==> config.mk <==
export PLATFORM = sky130hd
export DESIGN_NAME = mde_merge
export DESIGN_NICKNAME = d
export VERILOG_FILES = /design/src/rtl/mde_pkg.sv /design/src/rtl/mde_merge.sv
export SDC_FILE = /design/constraint.sdc
export NUM_CORES = 1
export LEC_CHECK = 0
export BUFFER_PORTS_ARGS = -buffer_cell sky130_fd_sc_hd__buf_2
export CORE_ASPECT_RATIO = 0.8
export CORE_MARGIN = 2
export CORE_UTILIZATION = 35
export CTS_BUF_LIST = sky130_fd_sc_hd__clkbuf_2 sky130_fd_sc_hd__clkbuf_4 sky130_fd_sc_hd__clkbuf_8
export DETAILED_ROUTE_END_ITERATION = 7
export HOLD_SLACK_MARGIN = 0.1
export PLACE_DENSITY = 0.56
export SETUP_SLACK_MARGIN = 0.4
export SLEW_MARGIN = 20
export SYNTH_ARGS = -nofsm -noshare
export SYNTH_HDL_FRONTEND = slang
export SYNTH_SLANG_ARGS = --single-unit
export TNS_END_PERCENT = 20
==> constraint.sdc <==
create_clock -name clock -period 4.8 [get_ports clock]
set_input_delay 0.24 -clock clock [delete_from_list [all_inputs] [get_ports clock]]
set_output_delay 0.24 -clock clock [all_outputs]
set_load 0.005 [all_outputs]
==> src/rtl/mde_pkg.sv <==
// shared constants and types for the energy accumulator
`default_nettype none

package mde_pkg;

   localparam int LANES           = 4;
   localparam int NUM_DOMAINS_DEF = 4;
   localparam int DRAM_LANE       = 3;
   localparam int RAW_W           = 32;
   localparam int ACC_W           = 64;
   localparam int SCALE_W         = 20;
   localparam int PROD_LO_W       = RAW_W + SCALE_W;
   localparam int SHIFT_W         = 5;
   localparam int MASK_W          = 4;
   localparam int CSR_IDX_W       = 2;
   localparam int CSR_DATA_W      = 5;

   localparam logic [SCALE_W-1:0] SCALE_FACTOR = SCALE_W'(1000000);

   localparam logic [CSR_IDX_W-1:0] CSR_MASK       = 2'd0;
   localparam logic [CSR_IDX_W-1:0] CSR_UNIT_SHIFT = 2'd1;
   localparam logic [CSR_IDX_W-1:0] CSR_DRAM_SHIFT = 2'd2;

   localparam logic [MASK_W-1:0]  MASK_RESET       = 4'd13;
   localparam logic [SHIFT_W-1:0] UNIT_SHIFT_RESET = 5'd14;
   localparam logic [SHIFT_W-1:0] DRAM_SHIFT_RESET = 5'd16;

   typedef enum logic [2:0] {
      OP_PRIME    = 3'd0,
      OP_ACCUM    = 3'd1,
      OP_READ     = 3'd2,
      OP_READ_CLR = 3'd3,
      OP_CLEAR    = 3'd4
   } mde_op_type;

   typedef struct packed {
      logic prime;
      logic accum;
      logic clear;
      logic load_prod;
      logic load_sum;
   } mde_lane_ctl_type;

endpackage

`default_nettype wire

==> src/rtl/mde_merge.sv <==
// output stage: per-lane shift, disable gating and result register
`default_nettype none

module mde_merge
   import mde_pkg::*;
(
   input  wire logic                            clock,
   input  wire logic                            load,
   input  wire logic [LANES-1:0]                lane_en,
   input  wire logic [SHIFT_W-1:0]              unit_shift,
   input  wire logic [SHIFT_W-1:0]              dram_shift,
   input  wire logic [LANES-1:0][ACC_W-1:0]     sums,
   output logic      [LANES-1:0][ACC_W-1:0]     energy
);

   logic [LANES-1:0][ACC_W-1:0] energy_ff, energy_in;

   always_comb begin
      for (int d = 0; d < LANES; d++) begin
         if (!lane_en[d]) begin
            energy_in[d] = '0;
         end else if (d == DRAM_LANE) begin
            energy_in[d] = sums[d] >> dram_shift;
         end else begin
            energy_in[d] = sums[d] >> unit_shift;
         end
      end
   end

   always_ff @(posedge clock) begin
      if (load) begin
         energy_ff <= energy_in;
      end
   end

   assign energy = energy_ff;

endmodule

`default_nettype wire

* Word level (Yosys, flattened, before mapping)
Cells that the tools add are included.
Cells by class: add/sub/neg operators 0, multipliers 0, div/mod/pow operators 0, $lt $le $gt $ge 0, eq/ne operators 0, shift operators 4, muxes and demuxes 0, bitwise logic cells 0, reduce and logical (&&, ||, !) cells 0
Operator list (number):
- $shr 64x5->64 | 4
Storage, ports and cells: flip-flop bits (word level) 256, bits in latches 0, bits in writable memories 0, ROM bits 0, bits of input ports 272, output and inout bits 256, memories 0

* Logic depth before layout (Yosys ltp)
Gate-level depths: netlist of run 1.
depth in word-level cells 1, gate-level depth with buffers 9, depth with buffers taken out 4

* Worst setup path before layout of run 1
OpenSTA, ideal clock, no wires.
path kind input-to-reg, start point input dram_shift[1], end point register energy_ff (netlist bit energy[197]), data pin, setup time 0.274 ns, arrival 1.873 ns, slack 2.653 ns, cell stages on the path 7, path through buf_2 > buf_6 > buf_2 > mux4_2 > mux2_2 > mux2i_1 > o32ai_1
On the way: word-level cells in the longest chain between the ends 1
Ends and longest elaborated chain:
- start, declared | RTL line mde_merge.sv:11 | input wire logic [SHIFT_W-1:0] dram_shift,
- $shr 64x5->64 | RTL line mde_merge.sv:23 | energy_in[d] = sums[d] >> dram_shift;
- end signal, assigned | RTL line mde_merge.sv:32 | energy_ff <= energy_in;
- end, declared | RTL line mde_merge.sv:16 | logic [LANES-1:0][ACC_W-1:0] energy_ff, energy_in;
No other way between the ends. A chain may end at the register's enable or synchronous reset.

* Worst setup path in the final report of run 1
start point input unit_shift[3], end point register energy_ff (netlist bit energy[150]), data pin
On the way: word-level cells in the longest chain between the ends 1
Ends and longest elaborated chain:
- start, declared | RTL line mde_merge.sv:10 | input wire logic [SHIFT_W-1:0] unit_shift,
- $shr 64x5->64 | RTL line mde_merge.sv:25 | energy_in[d] = sums[d] >> unit_shift;
No other way between the ends.

==> impl_metrics.env, run 1 <==
export IMPL_status="complete, no violations"
export IMPL_ys_async_sr_fraction_pct=0
export IMPL_cp_startpoint="unit_shift[3]"
export IMPL_worstHoldStart="sums[255]"
export IMPL_fin_crit_ns=2.746
export IMPL_clk_pin_slew_worst_paths_ns=0.06
export IMPL_yosysUniqueCellTypes=63
export IMPL_setup_slack_ns=2.054
export IMPL_route_detailed_wl_per_inst_um=32.63
export IMPL_tns_ns=0
export IMPL_rsz0062_at_grt="false"
export IMPL_cts_sinks=256
export IMPL_largest_register_ffs=256
export IMPL_finalCritPeriodShare_pct=57.20
export IMPL_cp_max_fo=95
export IMPL_drt_first_pass_iters=6
export IMPL_fmax_mhz=364.2
export IMPL_area_growth_pct=17.43
export IMPL_tightest_slew_ns=1.035
export IMPL_hold_path_class="in -> reg"
export IMPL_portBuffers=527
export IMPL_post_cts_resized=0
export IMPL_cp_data_required_time_ns=5.12
export IMPL_synth_compound_area_share_pct=15.00
export IMPL_routabilityCongestion=1.018
export IMPL_grt_usage_pct=29.76
export IMPL_die_x_um=296.1
export IMPL_cts_htree_levels=2
export IMPL_cts_tree="done"
export IMPL_clockBufferDepth=3
export IMPL_io_pins=528
export IMPL_syn_nets=2193
export IMPL_die_area_um2=70390
export IMPL_synth_warnings=0
export IMPL_irDropWorstVdd_v=0.0001924
export IMPL_antenna_found_initial=26
export IMPL_setup_violations=0
export IMPL_synthAdderAreaFrac_pct=0
export IMPL_min_path_cells=3
export IMPL_cts_root_buf="clkbuf_8"
export IMPL_mostFrequentLayoutCells="521 x buf_2, 256 x edfxtp_1, 249 x mux4_2"
export IMPL_synth_top_family_by_area="multiplexers"
export IMPL_synth_edf_count=256
export IMPL_relSlewSlack_pct=30.91
export IMPL_synth_area_top_cells="edfxtp_1 32%, mux4_2 23%, mux2_2 8.7%, mux2i_1 7.2%, o22ai_1 3.2%"
export IMPL_grt_ovfl_total=0
export IMPL_hold_viol=0
export IMPL_synth_cells=1921
export IMPL_drive_above_1_share_pct=47.16
export IMPL_dr_first_iter_drc_count=3037
export IMPL_ant_nets=0
export IMPL_grt_pass1_wl_um=152200
export IMPL_fp_dieH_um=237.7
export IMPL_core_area_um2=67430
export IMPL_slew_viol_final=0
export IMPL_drv_cap=0
export IMPL_post_dp_hpwl_um=82150
export IMPL_synth_top_area_share_pct=32.17
export IMPL_yosys_area_share_simple_pct=6.703
export IMPL_syn_area_um2=23890
export IMPL_synth_ff_type="edfxtp_1"
export IMPL_via_count=21969
export IMPL_crit_type="in -> reg"
export IMPL_startpoint_type="input port"
export IMPL_grt_pass1_vias=20720
export IMPL_start_util_pct=35.44
export IMPL_pre_cts_ws_ns=1.472
export IMPL_crit_arrival_ns=3.07
export IMPL_powerDensity_nw_per_um2=279.0
export IMPL_drc=0
export IMPL_hold_buffers=7
export IMPL_wl_um=108200
export IMPL_stdcell_area_um2=28060
export IMPL_critical_path_endpoint_type="flop"
export IMPL_route_detailed_vias_per_inst=6.627
export IMPL_layout_commonest_cell="buf_2"
export IMPL_synth_seq_area_share_pct=32.17
export IMPL_yosysTopAreaCell="edfxtp_1"
export IMPL_synth_xor_area_share_pct=0
export IMPL_cts_buffers=48
export IMPL_grt_max_degree=96
export IMPL_final_nets=2615
export IMPL_place_area_um2=26930
export IMPL_post_cts_setup_buffers=0
export IMPL_avgSynthCellArea_um2=12.44
export IMPL_power_leakage_nw=10.45
export IMPL_placementRows=85
export IMPL_hold_path_end="energy[255]"
export IMPL_ys_seq_elements=256
export IMPL_muxShareOfSynthArea_pct=40.68
[report_power, final]
| part | total [mW] | switching, mW | internal (mW) | leakage (nW) |
|---|---|---|---|---|
| logic | 2.66 | 1.55 | 1.11 | 7.48 |
| registers | 2.83 | 0.100 | 2.73 | 2.46 |
| clock network | 2.35 | 1.06 | 1.28 | 0.517 |
| total | 7.83 | 2.71 | 5.12 | 10.5 |
[cell families after synthesis]
kind of cell,count (synthesis)
and+or+nand+nor,351
AOI/OAI and AO/OA,467
muxes,620
buffers and inverters,227
DFF,256
[layout make-up]
class                   instances  area [um2]
fillers                      6496       39370
multi-input cells            1438       14920
flip-flops and latches        256        7687
repair buffers                583        3188
well taps                     913        1142
clock buffers                  57       734.5
clock inverters                27       261.5
inverters                      16       65.06
diodes                         25       62.56
[how the worst max path moves through the flow]
stage / endpoint / slack, ns / depth (start not counted)
finish: energy[150] / 2.05 / 5
CTS: energy[167] / 2.15 / 6
detailed placement: energy[167] / 1.47 / 6
floorplan: energy[197] / 2.65 / 7
global route: energy[167] / 2.00 / 6
global placement: energy[167] / 1.50 / 6
[routing by layer]
layer	track usage (%)	vias to the layer above	part of all wire, %
li1	-	8969	-
met1	41.19	11045	40
met2	45.91	1695	45
met3	7.658	242	12
met4	8.586	18	3.3
met5	0	-	0.095
[worst max-delay path, stage by stage]
cell	delay, ns
buf_6	0.63
or2_2	0.87
o22ai_1	0.14
o31ai_1	0.80
o2bb2ai_1	0.28
[through the flow]
step	std cells	utilization (%)	power [mW]	hold slack, ns
detailed placement	3199	39.94	5.442	0.6299
floorplan	1921	-	4.362	0.3525
global route	3298	41.55	8.100	0.1427
CTS	3290	41.52	7.810	0.1159
finish	3315	41.61	7.828	0.1741
global placement	3199	39.94	5.444	0.6321
[cells in the mapped netlist (15+ instances only)]
library cell and instances:
nor2_1 139, mux2i_1 173, and2_1 20, nand2_1 73, mux4_2 249, o221ai_1 17, a22oi_1 36, nor3_1 44
buf_2 57, o32ai_1 59, o211a_1 17, o21ai_0 17, buf_6 15, buf_4 18, o22ai_1 122, mux2_2 185
edfxtp_1 256, clkbuf_1 93, a21oi_1 44, a22o_1 27, nor2b_1 20, inv_1 15, nand3_1 16
(Power assumes the default switching activity.)
==> run 2: changes to the inputs <==
--- a/config.mk
+++ b/config.mk
@@ -5,6 +5,7 @@
 export SDC_FILE = /design/constraint.sdc
 export NUM_CORES = 1
 export LEC_CHECK = 0
+export ABC_AREA = 1
 export BUFFER_PORTS_ARGS = -buffer_cell sky130_fd_sc_hd__buf_2
 export CORE_ASPECT_RATIO = 0.8
 export CORE_MARGIN = 2
@@ -12,7 +13,7 @@
 export CTS_BUF_LIST = sky130_fd_sc_hd__clkbuf_2 sky130_fd_sc_hd__clkbuf_4 sky130_fd_sc_hd__clkbuf_8
 export DETAILED_ROUTE_END_ITERATION = 7
 export HOLD_SLACK_MARGIN = 0.1
-export PLACE_DENSITY = 0.56
+export PLACE_DENSITY = 0.58
 export SETUP_SLACK_MARGIN = 0.4
 export SLEW_MARGIN = 20
 export SYNTH_ARGS = -nofsm -noshare
==> constraint.sdc (replaced) <==
create_clock -name clock -period 2.46 [get_ports clock]
set_input_delay 0.123 -clock clock [delete_from_list [all_inputs] [get_ports clock]]
set_output_delay 0.123 -clock clock [all_outputs]
set_load 0.005 [all_outputs]
==> run 2 against run 1 <==
  * Non-clock buffer count is 74 higher
  * Via count increased by 21%
  * Setup slack got worse by 1.6 ns
  * Critical path type unchanged
  * Largest power group unchanged
==> impl_metrics.env, run 2 <==
export IMPL_status="complete, no violations"
export IMPL_final_util_pct=43.85
export IMPL_fin_crit_ns=2.055
export IMPL_cp_max_fo=125
export IMPL_grt_usage_pct=30.67
export IMPL_synth_edf_count=256
export IMPL_cp_startpoint="unit_shift[3]"
export IMPL_cts_htree_levels=2
export IMPL_power_mw=14.13
export IMPL_antenna_found_initial=27
export IMPL_yosysUniqueCellTypes=17
export IMPL_die_area_um2=62820
export IMPL_synth_ff_type="edfxtp_1"
export IMPL_core_area_um2=59860
export IMPL_stdcell_area_um2=26250
export IMPL_layout_commonest_cell="nand3_1"
export IMPL_cts_sinks=256
export IMPL_drt_first_pass_iters=7
export IMPL_post_dp_hpwl_um=74450
export IMPL_cp_cell_sequence="dlygate4sd3_1, buf_6, buf_16, nand3_1, nand3_1, dlygate4sd3_1, nand2_1"
export IMPL_synth_area_top_cells="nand3_1 42%, edfxtp_1 36%, nand2_1 14%, buf_2 2.4%, clkbuf_1 1.6%"
export IMPL_crit_type="in -> reg"
export IMPL_irDropWorstVdd_v=0.0003927
export IMPL_ys_seq_elements=256
export IMPL_syn_area_um2=21290
export IMPL_ys_top_cells_by_count="1,778 x nand3_1, 813 x nand2_1, 256 x edfxtp_1"
export IMPL_synth_seq_area_share_pct=36.12
export IMPL_power_leakage_nw=11.90
export IMPL_synth_top_area_share_pct=41.81
export IMPL_portBuffers=527
export IMPL_setup_violations=0
export IMPL_start_util_pct=35.56
export IMPL_clockBufferDepth=3
export IMPL_cts_tree="done"
export IMPL_finalCritPeriodShare_pct=83.55
export IMPL_tightest_slew_ns=0.8851
export IMPL_crit_arrival_ns=2.47
export IMPL_hold_viol=0
export IMPL_cts_buffers=50
export IMPL_synth_cells=3216
export IMPL_ant_nets=0
export IMPL_grt_pass1_wl_um=148200
export IMPL_synth_most_common_cell="nand3_1"
export IMPL_fin_cells=4496
export IMPL_ys_async_sr_fraction_pct=0
export IMPL_final_nets=3933
export IMPL_synth_warnings=0
export IMPL_slew_viol_final=0
export IMPL_die_x_um=279.7
export IMPL_placementRows=80
export IMPL_slowest_stage="dlygate4sd3_1"
export IMPL_avgSynthCellArea_um2=6.619
export IMPL_tns_ns=0
export IMPL_grt_pass1_vias=23771
export IMPL_grt_max_degree=181
export IMPL_io_pins=528
export IMPL_wl_um=100400
export IMPL_worstHoldStart="sums[29]"
export IMPL_dr_first_iter_drc_count=3839
export IMPL_largest_register_ffs=256
export IMPL_route_detailed_vias_per_inst=5.924
export IMPL_relSlewSlack_pct=40.99
export IMPL_dp_cells=4322
export IMPL_drv_cap=0
export IMPL_grt_ovfl_total=0
export IMPL_yosysTopAreaCell="nand3_1"
export IMPL_critical_path_endpoint_type="flop"
export IMPL_slowest_delay_ns=0.56
export IMPL_drive_above_1_share_pct=18.35
export IMPL_cts_root_buf="clkbuf_8"
export IMPL_drc=0
export IMPL_hold_path_class="in -> reg"
export IMPL_clk_pin_slew_worst_paths_ns=0.07
export IMPL_via_count=26634
export IMPL_powerDensity_nw_per_um2=538.2
export IMPL_rsz0062_at_grt="true"
export IMPL_route_detailed_wl_per_inst_um=22.32
export IMPL_min_path_cells=7
export IMPL_mostFrequentLayoutCells="1,778 x nand3_1, 813 x nand2_1, 522 x buf_2"
export IMPL_syn_nets=3488
export IMPL_fp_dieH_um=224.6
export IMPL_fmax_mhz=486.5
export IMPL_area_growth_pct=23.32
export IMPL_startpoint_type="input port"
export IMPL_routabilityCongestion=0.9910
export IMPL_cp_data_required_time_ns=2.87
export IMPL_place_area_um2=24550
run 2: cell types whose count changed in the layout (fill, tap and decap cells not counted), moves of 20 or more:
cell / delta
nand2_1: +743
mux2i_1: -173
a22o_1: -27
nor3_1: -29
mux4_2: -249
and2_1: -20
mux2_2: -185
o22ai_1: -122
a22oi_1: -36
o32ai_1: -59
dlygate4sd3_1: +59
nand3_1: +1762
a21oi_1: -43
nor2_1: -79
run 2: layout make-up:
| cell class | instances | area (um2) |
|---|---|---|
| clock buffers | 60 | 769.5 |
| well taps | 779 | 974.7 |
| multi-input cells | 2678 | 12330 |
| flip-flops and latches | 256 | 7687 |
| clock inverters | 31 | 197.7 |
| inverters | 18 | 92.59 |
| repair buffers | 657 | 4158 |
| diodes | 17 | 42.54 |
| fillers | 6428 | 33610 |
run 2: kinds of logic (layout without fill, tap and decap cells):
logic type / Yosys count / after routing / share of synthesized area [%]
and+or+nand+nor: 2677 / 2677 / 57.88
buffers and inverters: 282 / 766 / 5.984
DFF: 256 / 256 / 36.12
AOI/OAI and AO/OA: 1 / 1 / 0.02349
other: 0 / 17 / 0
run 2: per-layer routing:
layer	GRT usage [%]	vias up	wire length, um	part of all wire, %
li1	-	12451	-	-
met3	7.344	174	10440	10
met2	46.89	1488	44430	44
met4	8.694	28	2651	2.6
met1	43.05	12493	42640	42
met5	0	-	188	0.19
run 2: final timing paths:
check | slack (ns) | endpoint
worst min-delay path | 0.14 | energy[8]
worst max-delay path | 0.40 | energy[69]
run 2: power breakdown:
part | leakage (nW) | total (mW) | switching [mW] | internal, mW
registers | 2.46 | 5.47 | 0.180 | 5.29
clock network | 0.502 | 4.44 | 2.16 | 2.28
logic | 8.94 | 4.21 | 2.78 | 1.44
run 2: timing repair:
action | in CTS | in global routing
resized for setup | 0 | 7
hold buffers | 66 | 0
setup buffers | 0 | 0
setup endpoints to repair | 0 | 7
endpoints found under the hold margin | 153 | 0
run 2: through the flow:
step | setup slack [ns] | hold WS (ns)
after detailed placement | 0.6340 | 0.5131
after CTS | 0.4506 | 0.1002
after global placement | 0.6162 | 0.5134
after floorplan | 1.146 | 0.2355
after global routing | 0.3815 | 0.1575
final | 0.4046 | 0.1411
run 2: critical path: cells and delay by family:
family                 cells  cell delay [ns]
buffers and inverters      4             1.79
and+or+nand+nor            3             0.30
