**src/rtl/mde_pkg.sv**
```systemverilog
// shared constants and types for the energy accumulator
`default_nettype none

package mde_pkg;

   localparam int LANES           = 4;
   localparam int NUM_DOMAINS_DEF = 4;
   localparam int DRAM_LANE       = 3;
   localparam int RAW_W           = 32;
   localparam int ACC_W           = 64;
   localparam int SCALE_W         = 20;
   localparam int PROD_LO_W       = RAW_W + SCALE_W;
   localparam int SHIFT_W         = 5;
   localparam int MASK_W          = 4;
   localparam int CSR_IDX_W       = 2;
   localparam int CSR_DATA_W      = 5;

   localparam logic [SCALE_W-1:0] SCALE_FACTOR = SCALE_W'(1000000);

   localparam logic [CSR_IDX_W-1:0] CSR_MASK       = 2'd0;
   localparam logic [CSR_IDX_W-1:0] CSR_UNIT_SHIFT = 2'd1;
   localparam logic [CSR_IDX_W-1:0] CSR_DRAM_SHIFT = 2'd2;

   localparam logic [MASK_W-1:0]  MASK_RESET       = 4'd13;
   localparam logic [SHIFT_W-1:0] UNIT_SHIFT_RESET = 5'd14;
   localparam logic [SHIFT_W-1:0] DRAM_SHIFT_RESET = 5'd16;

   typedef enum logic [2:0] {
      OP_PRIME    = 3'd0,
      OP_ACCUM    = 3'd1,
      OP_READ     = 3'd2,
      OP_READ_CLR = 3'd3,
      OP_CLEAR    = 3'd4
   } mde_op_type;

   typedef struct packed {
      logic prime;
      logic accum;
      logic clear;
      logic load_prod;
      logic load_sum;
   } mde_lane_ctl_type;

endpackage

`default_nettype wire

```
**src/rtl/mde_lane.sv**
```systemverilog
// one domain lane: stored reading, accumulator and scaling products
`default_nettype none

module mde_lane
   import mde_pkg::*;
(
   input  wire logic             clock,
   input  wire logic             reset,
   input  wire mde_lane_ctl_type ctl,
   input  wire logic             lane_en,
   input  wire logic [RAW_W-1:0] raw,
   output logic      [ACC_W-1:0] sum
);

   logic [RAW_W-1:0]     last_ff, last_in;
   logic [ACC_W-1:0]     acc_ff, acc_in;
   logic [PROD_LO_W-1:0] prod_lo_ff, prod_lo_in;
   logic [RAW_W-1:0]     prod_hi_ff, prod_hi_in;
   logic [ACC_W-1:0]     sum_ff, sum_in;
   logic [RAW_W-1:0]     delta;
   logic [PROD_LO_W-1:0] prod_hi_full;

   assign delta = raw - last_ff;

   always_comb begin
      last_in = last_ff;
      acc_in  = acc_ff;
      if ((ctl.prime || ctl.accum) && lane_en) begin
         last_in = raw;
         if (ctl.accum) begin
            acc_in = acc_ff + {{(ACC_W-RAW_W){1'b0}}, delta};
         end
      end
      if (ctl.clear) begin
         acc_in = '0;
      end
   end

   // acc * scale mod 2^64 from two 32 x 20 products
   assign prod_lo_in   = PROD_LO_W'(acc_ff[RAW_W-1:0]) * PROD_LO_W'(SCALE_FACTOR);
   assign prod_hi_full = PROD_LO_W'(acc_ff[ACC_W-1:RAW_W]) * PROD_LO_W'(SCALE_FACTOR);
   assign prod_hi_in   = prod_hi_full[RAW_W-1:0];
   assign sum_in       = {prod_hi_ff, {RAW_W{1'b0}}}
                       + {{(ACC_W-PROD_LO_W){1'b0}}, prod_lo_ff};

   always_ff @(posedge clock) begin
      if (reset) begin
         last_ff <= '0;
         acc_ff  <= '0;
      end else begin
         last_ff <= last_in;
         acc_ff  <= acc_in;
      end
   end

   always_ff @(posedge clock) begin
      if (ctl.load_prod) begin
         prod_lo_ff <= prod_lo_in;
         prod_hi_ff <= prod_hi_in;
      end
      if (ctl.load_sum) begin
         sum_ff <= sum_in;
      end
   end

   assign sum = sum_ff;

endmodule

`default_nettype wire

```
**config.mk**
```make
export PLATFORM = sky130hd
export DESIGN_NAME = mde_lane
export DESIGN_NICKNAME = d
export VERILOG_FILES = /design/src/rtl/mde_pkg.sv /design/src/rtl/mde_lane.sv
export SDC_FILE = /design/constraint.sdc
export NUM_CORES = 1
export LEC_CHECK = 0
export ABC_AREA = 0
export BUFFER_PORTS_ARGS = -buffer_cell sky130_fd_sc_hd__buf_2
export CAP_MARGIN = 20
export CELL_PAD_IN_SITES_DETAIL_PLACEMENT = 1
export CELL_PAD_IN_SITES_GLOBAL_PLACEMENT = 1
export CORE_UTILIZATION = 50
export CTS_CLUSTER_DIAMETER = 150
export DETAILED_ROUTE_END_ITERATION = 7
export GPL_ROUTABILITY_DRIVEN = 0
export PLACE_DENSITY_LB_ADDON = 0.1
export SLEW_MARGIN = 20
export SYNTH_ARGS = -nofsm -noshare
export SYNTH_HDL_FRONTEND = slang
export SYNTH_SLANG_ARGS = --single-unit
```
**constraint.sdc**
```tcl
create_clock -name clock -period 8.4 [get_ports clock]
set_clock_uncertainty 0.1 [all_clocks]
set_input_delay 0 -clock clock [delete_from_list [all_inputs] [get_ports clock]]
set_output_delay 0 -clock clock [all_outputs]
set_load 0.05 [all_outputs]
```
Yosys cells after proc, flatten, opt, wreduce, memory -nomap -nowiden. Index checks and enable logic that the tools add are counted.

RAM bits: 0. Output and inout bits: 64. Latch bits: 0. Flip-flop bits (word level): 232. Memories: 0. ROM bits: 0. Input bits: 40.

Shifts and indexed selects: 0. Mux-type cells: 0. $mul: 2. Div/mod/pow operators: 0. Magnitude comparators: 0. Reductions and logical operators: 4. $add $sub $neg: 3. Equality and inequality tests: 0. Bitwise gates (word level): 0.

Operators by type and width (number): $add 64x32->64 (1); $add 64x52->64 (1); $mul 32x14->46 const B (1); $mul 32x14->26 const B (1); $sub 32x32->32 (1); $reduce_and 2->1 (1); $reduce_or 2->1 (1); $logic_and 1x1->1 (1); $logic_or 1x1->1 (1).

Logic depth before layout (Yosys ltp). Gate-level depths: netlist (run 1).

Word-level depth: 3. Depth in mapped cells: 24. Depth with buffers taken out: 23.

Least setup slack after synthesis (run 1). Ideal clock, no wire load.

Path type: register to register. From: register acc_ff[5]. To: register prod_lo_ff[47], data pin. Stages on the path, launching flop included: 22. Buffers on the path: 0. Clock period less this slack: 6.322 ns. Setup slack: 2.078 ns. Data arrival time: 5.964 ns. Cells stage by stage: dfxtp_1 > inv_1 > fa_1 > inv_1 > fa_1 > fa_1 > fa_1 > ha_1 > inv_1 > fa_1 > inv_1 > ha_1 > a2111oi_1 > o21ai_1 > o22a_1 > a31o_2 > a311o_1 > a31oi_2 > o221ai_2 > a221o_1 > a21boi_2 > xnor2_1.

Word-level cells in the longest chain between the ends: 1.

Ends and longest elaborated chain: from (decl) (RTL line mde_lane.sv:16) `logic [ACC_W-1:0] acc_ff, acc_in;`; from (signal assigned) (RTL line mde_lane.sv:52) `acc_ff <= acc_in;`; $mul 32x14->46 (RTL line mde_lane.sv:40) `assign prod_lo_in = PROD_LO_W'(acc_ff[RAW_W-1:0]) * PROD_LO_W'(SCALE_FACTOR);`; net prod_lo_in[47] (RTL line mde_lane.sv:17) `logic [PROD_LO_W-1:0] prod_lo_ff, prod_lo_in;`; to (signal assigned) (RTL line mde_lane.sv:58) `prod_lo_ff <= prod_lo_in;`; to (decl) (RTL line mde_lane.sv:17).

The timed path passes the listed nets, and every way through them passes these cells. A chain may end at the register's enable or synchronous reset.

Worst setup path after layout (run 1).
From: register acc_ff[5]. To: register prod_lo_ff[49], data pin.

Same word-level chain as after synthesis.

==> results list, run 1 <==
- Detailed routing placed a total of 1277 um of wire on met3.
- The core region is 42,320 um2.
- Later-pin clock latency in the skew report: 560 ps
- In this run the worst hold path is classified as in -> reg.
* Detailed-placement wirelength estimate: 42,100 um
- In this run the remaining antenna-violating nets after routing total 0.
- From left edge to right edge, the die measures 210.1 um.
- Fin crit period: 6982 ps
* RSZ-0062 raised after global routing: no
* Layout cell share with drive strength beyond 1: 7.393%
- CTS Buf Count: 29
* Reported max-cap violation count: 0
* Proportion of synthesized flip-flops having asynchronous set or reset: 0%
- Post-route core utilization: 57.76%
- After clock tree synthesis, the clock-pin slew on the worst setup and hold paths is 60 ps.
* Largest fanout of any net on the critical path: 6
* Met2 WL post-DR: 28,940 um
- The first global-routing pass estimated 89,150 um of wire.
* Io pins: 104
- The flow ran to the end, and the final reports show no timing, DRC or antenna violations.
- Most used flip-flop cell after synthesis: edfxtp_1
- Dividing the detail-routed via count by the number of cells gives 5.367.
* Sequential cell area: 5705 um2
- Number of register bits inferred by synthesis: 220
- Minimum setup slack after placement: 1385 ps
* Mean routed wirelength per cell: 18.24 um
- Worst EP required: 8600 ps
* Ys Warns: 0
- Via count of the first global-routing pass: 17,642
* Total iterations of the first detailed-routing run: 5
- Combinational family with the most area after synthesis: adder cells
* Setup TNS: 0 ps
* Adder-cell share of the synthesized area: 36.72%
- Pin count of the biggest net entering global routing: 73
- The die covers 44,130 um2.
* Share of the synthesized area in compound gates (AO/OA/AOI/OAI): 12.70%
* Post-synth EDFFs: 130
- Number of clock sinks: 220
* Number of design rule violations left after detail routing: 0
- Final number of hold-violating endpoints: 0
- Port buffer count: 97
* Vertical die dimension: 210.1 um
- Buffer cell driving the clock tree root: clkbuf_16
- Synth Cell Area: 21,650 um2
- Simple-Gate Fraction of Synth Area: 9.721%
- In this run the power density over the cells is 154.4 nW/um2.
* DRC violation total after the first TritonRoute iteration: 574
- Share of the cycle needed by the critical path after routing: 83.12%
- Buffers added to address setup during post-CTS repair amount to 0.
- The worst setup path is launched from a flop.
* Global route total overflow: 0
- The final layout contains routed wiring with a total length of 54,210 um.
* Global-route usage over all layers: 25.30%
* Post-synthesis mux area share: 0.09247%
- The filler cells instantiated in the layout total 4,741.
- Sequential cell area fraction in the yosys report: 26.36%
- Summing all multi-input logic gate instances after layout gives 14,330 um2.
- Setup WS post-layout: 1418 ps
- Worst-Margin Slew: 980.3 ps
- STA puts the critical path data arrival time at 7190 ps.
* Clock tree from TritonCTS: yes
* Mean post-synth cell area: 9.818 um2
- Compared with the post-synthesis result, the final layout area differs by 12.92%.
* Maximum buffer depth of the clock tree: 3
- Post-Synthesis Cells: 2,205
- Overall power consumption after layout is estimated at 3.774 mW.
- In this run the tightest slew margin relative to its limit is 34.65%.
* Number of distinct standard cells referenced by the synthesized netlist: 74
- The worst-case IR drop observed on VDD is 0.1468 mV.
- Summed over all cells, the static leakage comes to 12.38 nW.
- The count of pins over their slew limit was 0.
- The worst setup path is of the reg -> reg kind.
* Number of standard-cell rows in the floorplan: 75
- CTS built an H-tree with a depth of 1.
- Post-Route Hold Slack: 42.89 ps
- Net count reported at finish: 2,924
- After detailed routing, the wire length on met1 is 22,570 um.
- Highest Clock Rate: 143.2 MHz
* Highest routing layer actually used: met4
- The worst setup path is captured at a flop.
* Routed via count: 15,950
* Xor/xnor cell area share of the yosys netlist: 6.837%
- For this configuration, the core starts out at a cell density of 51.15%.
- Antenna violations before repair: 1
* Setup violation total in the final timing report: 0
power by group:
| group | switching, mW | internal (mW) | leakage, nW |
|---|---|---|---|
| registers | 0.0582 | 1.26 | 2.05 |
| clock network | 0.518 | 0.821 | 0.506 |
| logic | 0.698 | 0.417 | 9.83 |
worst max-delay path, cell delays in order (launching register included):
cell and delay [ps]:
dfxtp_1 460, inv_1 190, fa_1 550, inv_1 50, fa_1 500, fa_1 570
fa_1 420, ha_1 320, inv_1 60, fa_1 500, inv_1 40, ha_1 380
a2111oi_1 400, o21ai_1 130, o22a_1 180, a31o_2 250, a311o_1 420, a31oi_2 310
o221ai_2 210, a221o_1 420, a21oi_1 180, a211oi_1 80
through the flow:
| step | instance area (um2) | std cells |
|---|---|---|
| final | 24450 | 2972 |
| after global routing | 24440 | 2971 |
| after detailed placement | 22740 | 2850 |
| after floorplan | 21670 | 2210 |
| after global placement | 22740 | 2850 |
| after CTS | 24440 | 2971 |
worst paths after layout:
path                       startpoint                       end  slack, ps  cells past startpoint
max            acc_ff[5]$_SDFFE_PP0P_  prod_lo_ff[49]$_DFFE_PP_       1420                     21
min                            ctl[0]         sum[61]$_DFFE_PP_         40                      2
max reg2reg    acc_ff[5]$_SDFFE_PP0P_  prod_lo_ff[49]$_DFFE_PP_       1420                     21
min reg2reg  prod_lo_ff[21]$_DFFE_PP_         sum[21]$_DFFE_PP_        310                      0
per-layer routing:
metal	track usage [%]	up-vias
met5	0	-
met4	6.796	0
met3	2.920	87
met2	48.81	193
met1	29.24	7925
li1	-	7745
synthesized netlist by cell type (26+ instances only):
cell type,number,share of area [%]
o21a_1,27,0.94
nor2_1,92,1.6
dfxtp_1,90,8.3
o21ai_0,62,1.4
clkbuf_1,26,0.45
inv_1,384,6.7
fa_1,204,19
edfxtp_1,130,18
ha_1,309,18
xnor2_1,123,5.0
nand2_1,174,3.0
a21oi_1,170,3.9
xor2_1,46,1.9
a21o_1,57,2.0
nand3_1,26,0.60
cells by family after synthesis:
kind of cell / after synthesis
buffers and inverters: 425
and+or+nand+nor: 443
AOI/OAI and AO/OA: 432
xor gates and xnor gates: 169
muxes: 2
adders and majority gates: 513
other: 1
DFF: 220
registers in the layout, summed over array words and instances (netlist names):
register	cells
last_ff	32
sum	58
acc_ff	58
prod_lo_ff	46
prod_hi_ff	26
final cells by class:
class / instances / area share [%]
sequential: 220 / 23.34
multi-input combinational: 1565 / 58.62
clock inverter: 25 / 1.264
inverter: 384 / 5.896
tap: 577 / 2.953
timing repair buffer: 171 / 4.944
antenna: 1 / 0.01024
clock buffer: 29 / 2.969
cell usage in the layout, fill, tap and decap left out, types with 29 or more instances in the layout:
master / netlist / routed
nand2_1: 174 / 174
inv_1: 384 / 384
a21o_1: 57 / 57
a21oi_1: 170 / 170
xnor2_1: 123 / 123
o21ai_0: 62 / 62
fa_1: 204 / 204
buf_2: 2 / 97
ha_1: 309 / 309
dlygate4sd3_1: 0 / 67
xor2_1: 46 / 46
dfxtp_1: 90 / 90
nor2_1: 92 / 92
edfxtp_1: 130 / 130
clkbuf_16: 0 / 29
repair_timing:
item	in CTS	in global routing
gates resized for setup	0	0
hold endpoints to repair	56	0
setup endpoints to repair	0	0
hold buffers	67	0
Power figures use the tool's default switching activity.
==> run 2, diff against run 1 <==
==> constraint.sdc (replaced) <==
create_clock -name clock -period 6.7 [get_ports clock]
set_clock_uncertainty 0.1 [all_clocks]
set_input_delay 0 -clock clock [delete_from_list [all_inputs] [get_ports clock]]
set_output_delay 0 -clock clock [all_outputs]
set_load 0.05 [all_outputs]
==> results list, run 2 (synthesis results as in run 1) <==
- The flow ran to the end, and the final reports show no timing, DRC or antenna violations.
* DRC violation total after the first TritonRoute iteration: 607 (+5.7%)
- Cell area reported after detailed placement: 22,910 um2 (+0.76%)
* CTS Buf Count: 27 (-6.9%)
- Critical path capture point type: flop
- Top library cells by usage in the layout, fill and taps aside: inv_1 (384), ha_1 (306), fa_1 (204)
* Synth-to-Final Area Change: 13.14%
- The worst setup path is launched from a flop.
* Crit Path Class: reg -> reg
- The worst hold path begins at ctl[0].
- The number of clock sinks seen by CTS came to 220 (unchanged).
- The final number of hold-violating endpoints came to 0 (unchanged).
- Global route total overflow: 0 (unchanged)
* Critical path's most frequent cell: fa_1
* Net count reported at finish: 2,948 (+0.82%)
- The antenna violation net count after detailed routing was 0 (unchanged).
* Clock tree from TritonCTS: yes
- Highest Clock Rate: 155.3 MHz (+8.5%)
- The port buffer count is 97 (unchanged).
* Slew Viols, Final: 0 (unchanged)
- The starting utilization of the core area was 51.15% (unchanged).
- Vertical die dimension: 210.1 um (unchanged)
- Largest incremental delay on the critical path: 580 ps (about the same)
* Layout Cell Area excl Fill: 24,490 um2 (+0.19%)
* Fillcell total: 4,713 (-0.59%)
* Area of the placeable core: 42,320 um2 (unchanged)
* R2r startpoint: acc_ff[3]$_SDFFE_PP0P_
- The total via count after detailed routing is 15,978 (+0.18%).
- The depth of the worst register-to-register path was 21 (unchanged).
- The setup-violating endpoint count in the final report came to 0 (unchanged).
* Setup WS post-layout: 261.9 ps (-1156 ps)
* Total iterations of the first detailed-routing run: 4 (-1)
- The die footprint came to 44,130 um2 (unchanged).
* Maximum buffer depth of the clock tree: 3 (unchanged)
* Later-pin clock latency in the skew report: 580 ps (+20 ps)
* Post-route core utilization: 57.87% (+0.11 points)
- Global-route wire length before repair: 89,060 um (-0.11%)
- H-tree levels: 1 (unchanged)
* Overall power consumption: 4.473 mW (+19%)
- The fraction of final layout cells sized beyond drive strength 1 is 8.071% (+0.68 points).
- Terminating pin of the worst hold path: sum[61]$_DFFE_PP_
- The final routed wirelength across all metal layers came to 54,330 um (+0.21%).
* Number of design rule violations left after detail routing: 0 (unchanged)
* Number of vias per cell: 5.337 (-0.56%)
* Most frequent standard cell in the layout excluding fill and tap cells: inv_1
* Share of the cycle needed by the critical path after routing: 96.09% (+13 points)
- The global-route usage over all layers came to 25.14% (-0.16 points).
* Io pins: 104 (unchanged)
* Minimum setup slack after placement: -106.1 ps (-1491 ps)
* Antenna violations before repair: 0 (-1)
- Clock edge transition at the registers on the reported setup and hold paths: 60 ps (about the same)
- The worst setup slack for register-to-register paths was 260 ps (-1160 ps).
- The max-capacitance violation count is 0 (unchanged).
- Worst hold path cell count: 2 (unchanged)
* Leakage Power: 12.42 nW (+0.33%)
* Horiz. Die Dim: 210.1 um (unchanged)
- The worst hold path belongs to the class in -> reg.
* Largest fanout of any net on the critical path: 5 (-1)
- The post-detailed-route wirelength per cell came to 18.15 um (-0.53%).
- Worst-Margin Slew: 998.2 ps (+17.97 ps)
* Worst EP required: 6920 ps (-1680 ps)
- Tightest slew margin relative to the limit: 33.45% (-1.2 points)
* Detailed-placement wirelength estimate: 43,230 um (+2.7%)
- The aggregate negative setup slack is 0 ps (unchanged).
* Fin crit period: 6438 ps (-544.1 ps)
- Worst ir drop on vdd: 0.2111 mV (+44%)
- The via count of the first global-routing pass was 17,797 (+0.88%).
- Pin count of the biggest net entering global routing: 73 (unchanged)
- The number of rows in the core area came to 75 (unchanged).
* Data arrival time of the worst path: 6660 ps (-530 ps)
- Buffer cell driving the clock tree root: clkbuf_16
* Cell with the largest stage delay on the worst path: fa_1
- The signal on the critical path passes through inv_1 -> fa_1 -> inv_1 -> fa_1 -> fa_1 -> fa_1 -> ha_1 -> inv_1 -> fa_1 -> inv_1 -> ha_1 -> o21a_1 -> o21a_1 -> o22a_1 -> a31o_2 -> a311o_1 -> a31oi_4 -> o221ai_4 -> a221o_1 -> a21oi_1 -> a211oi_1.
- PwrDens: 182.6 nW/um2 (+18%)
- Capture point of the worst reg-to-reg path: prod_lo_ff[49]$_DFFE_PP_
run 2: what timing repair did:
item                                    4_1_cts  5_1_grt
hold buffers                                 67        0
hold endpoints to repair                     58        0
gates resized for setup                       2        8
pin swaps                                     0        6
buffers inserted                              0        3
endpoints found under the setup margin        4        8
run 2: worst max path at each step:
stage                      startpoint                       end  slack [ps]  cells after the start
2_1_floorplan  acc_ff[5]$_SDFFE_PP0P_  prod_lo_ff[47]$_DFFE_PP_         380                     21
3_3_place_gp   acc_ff[5]$_SDFFE_PP0P_  prod_lo_ff[47]$_DFFE_PP_         190                     21
3_5_place_dp   acc_ff[5]$_SDFFE_PP0P_  prod_lo_ff[49]$_DFFE_PP_        -110                     21
4_1_cts        acc_ff[5]$_SDFFE_PP0P_  prod_lo_ff[49]$_DFFE_PP_          80                     21
5_1_grt        acc_ff[8]$_SDFFE_PP0P_  prod_lo_ff[40]$_DFFE_PP_        -0.6                     21
6_report       acc_ff[3]$_SDFFE_PP0P_  prod_lo_ff[49]$_DFFE_PP_         260                     21
run 2: per-layer routing:
| metal | up-vias | track usage (%) | share of wire, % |
|---|---|---|---|
| met4 | 0 | 6.544 | 2.6 |
| met3 | 81 | 2.220 | 1.6 |
| li1 | 7774 | - | - |
| met5 | - | 0 | 0 |
| met1 | 7944 | 29.46 | 43 |
| met2 | 179 | 48.65 | 53 |
run 2: area by class of cell:
class	instances	area (um2)	area share [%]
Tap cell	577	721.9	2.948
Inverter	384	1441	5.885
Clock buffer	34	701.9	2.866
Sequential cell	220	5708	23.31
Antenna cell	1	2.502	0.01022
Clock inverter	16	126.4	0.5160
Timing Repair Buffer	197	1404	5.732
Multi-Input combinational cell	1565	14390	58.74
run 2: metrics by stage:
step	cells	hold slack, ps
finish	2994	34.84
global route	2993	70.89
CTS	2990	18.81
detailed placement	2873	163.5
global placement	2873	156.7
floorplan	2210	12.50
run 2: power by group:
group / internal [mW] / leakage, nW / switching (mW) / total (mW)
registers: 1.58 / 2.05 / 0.0642 / 1.65
clock network: 0.785 / 0.401 / 0.615 / 1.40
logic: 0.537 / 9.97 / 0.891 / 1.43
run 2: worst max-delay path, delay by kind of cell, from the launching register on:
kind,cells,cell delay (ps)
adders and majority gates,7,3200
DFF,1,330
AOI/OAI and AO/OA,10,2320
buffers and inverters,4,250
